File: src/hw/rtl/capture_set_bit_analyzer_top_assert.svh
// assertion macros for the capture set bit analyzer
`ifndef CAPTURE_SET_BIT_ANALYZER_TOP_ASSERT_SVH
`define CAPTURE_SET_BIT_ANALYZER_TOP_ASSERT_SVH
`ifndef SYNTHESIS
`define CAB_ASSERT_ALWAYS(lbl, expr) \
    lbl: assert property (@(posedge aclk) disable iff (!aresetn) (expr)) \
        else $error("check failed");
`define CAB_ASSERT_NEXT(lbl, ante, cons) \
    lbl: assert property (@(posedge aclk) disable iff (!aresetn) (ante) |=> (cons)) \
        else $error("check failed");
`else
`define CAB_ASSERT_ALWAYS(lbl, expr)
`define CAB_ASSERT_NEXT(lbl, ante, cons)
`endif
`endif

File: src/hw/rtl/cab_pkg.sv
package cab_pkg;

    localparam int MAX_CAPTURES = 32;
    localparam int MAX_BITS     = 64;
    localparam int CAP_AW       = $clog2(MAX_CAPTURES);
    localparam int CNT_W        = $clog2(MAX_CAPTURES + 1);

    typedef enum logic [2:0] {
        ST_IDLE,
        ST_CLASSIFY,
        ST_SCAN,
        ST_FINISH,
        ST_OUT
    } state_t;

    localparam logic [1:0] VERDICT_FIXED   = 2'd0;
    localparam logic [1:0] VERDICT_COUNTER = 2'd1;
    localparam logic [1:0] VERDICT_RANDOM  = 2'd2;
    localparam logic [1:0] VERDICT_MIXED   = 2'd3;

    localparam logic [1:0] PRED_NONE    = 2'd0;
    localparam logic [1:0] PRED_REPEAT  = 2'd1;
    localparam logic [1:0] PRED_COUNTER = 2'd2;

    typedef struct packed {
        logic load;
        logic shift;
    } bank_ctrl_t;

endpackage

File: src/hw/rtl/cab_ones_bank.sv
module cab_ones_bank (
    input  logic                          aclk,
    input  logic                          aresetn,
    input  cab_pkg::bank_ctrl_t           ctrl,
    input  logic [cab_pkg::MAX_BITS-1:0]  bits,
    output logic [7:0]                    head
);

    logic [7:0] cnt_reg [cab_pkg::MAX_BITS];

    // one counter per position; shifting toward position 0 also clears the bank
    always_ff @(posedge aclk) begin
        for (int p = 0; p < cab_pkg::MAX_BITS; p++) begin
            if (!aresetn) begin
                cnt_reg[p] <= 8'd0;
            end else if (ctrl.load) begin
                cnt_reg[p] <= cnt_reg[p] + {7'd0, bits[p]};
            end else if (ctrl.shift) begin
                cnt_reg[p] <= (p == cab_pkg::MAX_BITS - 1) ? 8'd0 : cnt_reg[(p + 1) % cab_pkg::MAX_BITS];
            end
        end
    end

    assign head = cnt_reg[0];

endmodule

File: config.mk
export PLATFORM = sky130hd
export DESIGN_NAME = cab_ones_bank
export DESIGN_NICKNAME = d
export VERILOG_FILES = /design/src/hw/rtl/capture_set_bit_analyzer_top_assert.svh /design/src/hw/rtl/cab_pkg.sv /design/src/hw/rtl/cab_ones_bank.sv
export SDC_FILE = /design/constraint.sdc
export NUM_CORES = 1
export LEC_CHECK = 0
export ABC_AREA = 1
export BUFFER_PORTS_ARGS = -buffer_cell sky130_fd_sc_hd__buf_2
export CORE_MARGIN = 2
export CORE_UTILIZATION = 55
export DETAILED_ROUTE_END_ITERATION = 8
export GPL_ROUTABILITY_DRIVEN = 0
export PLACE_DENSITY = 0.72
export SLEW_MARGIN = 20
export SYNTH_ARGS = -nofsm -noshare
export SYNTH_HDL_FRONTEND = slang
export SYNTH_SLANG_ARGS = --single-unit
File: constraint.sdc
create_clock -name aclk -period 24.7 [get_ports aclk]
set_input_delay 4.94 -clock aclk [delete_from_list [all_inputs] [get_ports aclk]]
set_output_delay 4.94 -clock aclk [all_outputs]
set_load 0.01 [all_outputs]
### After elaboration in Yosys (flattened, before gate mapping)

Memory sizes are Yosys's and may differ from the RTL's.
Cells that the tools add are included.

| cells by class | value |
|---|---|
| bitwise gates (word level) | 128 |
| multipliers | 0 |
| divide/modulo/power cells | 0 |
| add/subtract/negate cells | 64 |
| eq/ne operators | 0 |
| $lt $le $gt $ge | 0 |
| reductions and logical operators | 0 |
| mux-type cells | 136 |
| shift-type cells | 0 |

Operators by type and width:

| cell | count |
|---|---|
| $mux W8 | 128 |
| $add A8 B1 Y8 | 64 |
| $or A1 B1 Y1 | 128 |
| $mux W1 | 8 |

| word-level totals | value |
|---|---|
| ROM bits | 0 |
| register bits after elaboration | 0 |
| input port bits | 68 |
| logic and storage cells | 329 |
| bits in latches | 0 |
| RAM bits | 512 |
| output and inout port bits | 8 |
| memories | 1 |

Memory list:

| memory | depth | bits a word | read ports | clocked after memory_dff | write ports | RTL line | RTL |
|---|---|---|---|---|---|---|---|
| cnt_reg | 64 | 8 | 64 | 0 | 64 | cab_ones_bank.sv:9 | `logic [7:0] cnt_reg [cab_pkg::MAX_BITS];` |

### Logic depth before layout (Yosys ltp)

| depth | value |
|---|---|
| depth after elaboration | 5 |
| gate-level depth with buffers | 8 |
| gate-level depth less buffers | 8 |

### Worst setup path before layout

OpenSTA, ideal clock, no wires.

| timing | value |
|---|---|
| path kind | in2reg |
| from | input ctrl[1] (netlist bit) |
| to | memory cnt_reg[0][0] (enable) |
| setup slack | 3006 ps |
| required time | 19796 ps |
| stages on the path | 5 |
| data arrival time | 16790 ps |
| path through | inv_1 nand3_2 clkbuf_1 buf_2 nand3_1 |

RTL lines:

| element | RTL line | RTL |
|---|---|---|
| from (decl) | cab_ones_bank.sv:4 | `input cab_pkg::bank_ctrl_t ctrl,` |
| to (decl) | cab_ones_bank.sv:9 |  |

==> results_dict.tcl <==
set metrics [dict create \
    routed_via_density 5.42 \
    skew_ns 0.0242 \
    hp-class "reg2reg" \
    maxSlewHeadroom_pct 23.9 \
    r2r_cells 7 \
    grt_pass1_vias 22100 \
    power_leakage_nw 13.4 \
    hold_start "cnt_reg[20][0]" \
    final_cell_mix "nand2_1 (1187), edfxtp_1 (512), nand3_1 (440)" \
    cts_hold_buf 0 \
    diodes 0 \
    critPathMaxFanout 224 \
    synth_area_per_cell_um2 8.39 \
    ys_async_sr_fraction_pct 0 \
    root_buffer "clkbuf_16" \
    setup_viol 0 \
    synth_compound_area_share_pct 10.7 \
    io_buffers 75 \
    syn_nets 3787 \
    path_clk_slew_ns 0.06 \
    setup_tns_ns 0 \
    worstMarginPinSlew_ns 1.14 \
    ys_types 19 \
    slew_violations 0 \
    final_cell_area_um2 32800 \
    end_kind "register" \
    dp.cells 4263 \
    layoutNonFillerInstCount 4368 \
    grt_max_degree 225 \
    crit_required_ns 25.14 \
    rsz0062_at_grt "false" \
    rrSetupSlack_ns 23.03 \
    overflow 0 \
    dr.pass1.iters 5 \
    post_cts_resized 0 \
    wl_met1_mm 30.7 \
    std_cell_rows 85 \
    regToRegEndpoint "cnt_reg[17][6]" \
    hold_violations 0 \
    synth-simple-area-share_pct 26.4 \
    ant_nets 0 \
    synth_edf_count 512 \
    met3WireLength_mm 2.59 \
    synthMuxAreaShare_pct 0 \
    mostFrequentLayoutCell "nand2_1" \
    power_density_nw_per_um2 66.2 \
    ir_drop_mv 0.0635 \
    drt-initial-drc-count 1867 \
    synth_warnings 0 \
    syn2layout_area_growth_pct 8.97 \
    ys_ff_latch 512 \
    reg2reg_from "cnt_reg[17][0]" \
    fin_crit_sh_pct 32.3 \
    hold_path_end "cnt_reg[19][0]" \
    synth_area_leader_cell "edfxtp_1" \
    drive_gt1_share_pct 4.66 \
    cp-start-kind "input port" \
    cts_tree "done" \
    vias 23700 \
    drv_cap 0 \
    cts_sinks 512 \
    synth_top_cell_area_share_pct 51.0 \
    fp.dieH_um 238 \
    synth_xor_area_share_pct 0 \
    largest_reg_flops 512 \
    io_pins 76 \
    start_util_pct 55.7 \
    synth_area_leaders "edfxtp_1 (51%), nand2_1 (15%), nand3_1 (7.3%)" \
    clk_latency_ns 0.63 \
    synthCells 3591 \
    max_freq_ghz 0.125 \
    synth_flop_cell "edfxtp_1" \
    fin_crit_ns 7.99 \
    wl_mm 62.2 \
    highest_layer "met4" \
    hold_path_depth 1 \
    grt_pass1_wl_mm 105 \
    grt_antenna_before_repair 0 \
    coreArea_um2 54000 \
    netlist_area_um2 30100 \
    die_x_um 238 \
    synth_top_family_by_area "simple AND/OR/NAND/NOR gates" \
    crit_arrival_ns 8.43 \
    numCtsBuffers 56 \
    cts_setup_buffers 0 \
    worstSetupPathType "in2reg" \
    wl_per_cell_um 14.2 \
    drc 0 \
    synth_seq_area_share_pct 51.0 \
    route.met2.wl_mm 27.7 \
    nNetsFinal 3822 \
    htree_levels 2 \
    cts_buffer_depth 3 \
    status "completed" \
    dp_hpwl_mm 38.7 \
    grt_usage_pct 22.1 \
    postPlaceCellArea_um2 31000 \
    dieArea_um2 56600 \
    synthAdderAreaFrac_pct 5.32 \
]
-- area by class of cell --
class                           instances  area [um^2]
Inverter                              372         1410
Tap cell                              696          871
Clock inverter                         42          417
Timing Repair Buffer                   88          518
Fill cell                            4769        21200
Multi-Input combinational cell       2596        12800
Sequential cell                       512        15400
Clock buffer                           62         1420
-- per-layer routing --
| layer | GRT usage [%] | up-vias |
|---|---|---|
| met5 | 0 | - |
| met4 | 5.93 | 0 |
| met3 | 2.52 | 74 |
| met2 | 35.3 | 457 |
| met1 | 32.1 | 10900 |
| li1 | - | 12300 |
-- critical path, stage by stage --
cell     delay, ns
buf_2         0.15
nand2_1       0.07
buf_4         0.27
inv_8         0.74
buf_12        0.77
buf_4         0.86
o21ai_1       0.15
o22ai_1       0.17
-- synthesized netlist by cell type, drive strengths merged (8+ instances only) --
master and n:
clkbuf 12, ha 128, a22o 124, a21oi 8
nor2 338, edfxtp 512, inv 372, nand2 1187
o21ai 217, o22ai 87, o21bai 63, buf 99
nand3 442
-- cells by family after synthesis --
kind of cell | count (synthesis)
compound gates | 499
fa+ha+maj | 128
buf+inv | 483
flops | 512
simple gates | 1969
-- where the power goes --
part / switching (W) / internal (W)
Combinational: 0.000124 / 0.0000745
Clock: 0.000357 / 0.000498
Sequential: 0.0000695 / 0.00105
Total: 0.000550 / 0.00162
-- worst max-delay path by stage --
stage	endpoint	startpoint	cells after the start	slack [ns]
2_1_floorplan	cnt_reg[0][0]	ctrl[1]	5	3.01
3_3_place_gp	cnt_reg[1][4]	aresetn	8	16.18
3_5_place_dp	cnt_reg[17][4]	aresetn	8	16.12
4_1_cts	cnt_reg[17][4]	aresetn	8	16.81
5_1_grt	cnt_reg[16][4]	aresetn	8	16.45
6_report	cnt_reg[17][4]	aresetn	8	16.71
-- stage by stage --
step	setup slack (ns)	util (%)	power, W	hold slack (ns)
4_1_cts	16.81	60.7	0.00219	0.568
3_3_place_gp	16.18	57.3	0.00133	0.544
5_1_grt	16.45	60.7	0.00227	0.580
3_5_place_dp	16.12	57.3	0.00133	0.554
2_1_floorplan	3.01	-	0.00130	0.541
6_report	16.71	60.7	0.00217	0.567
Power figures use the tool's default switching activity.
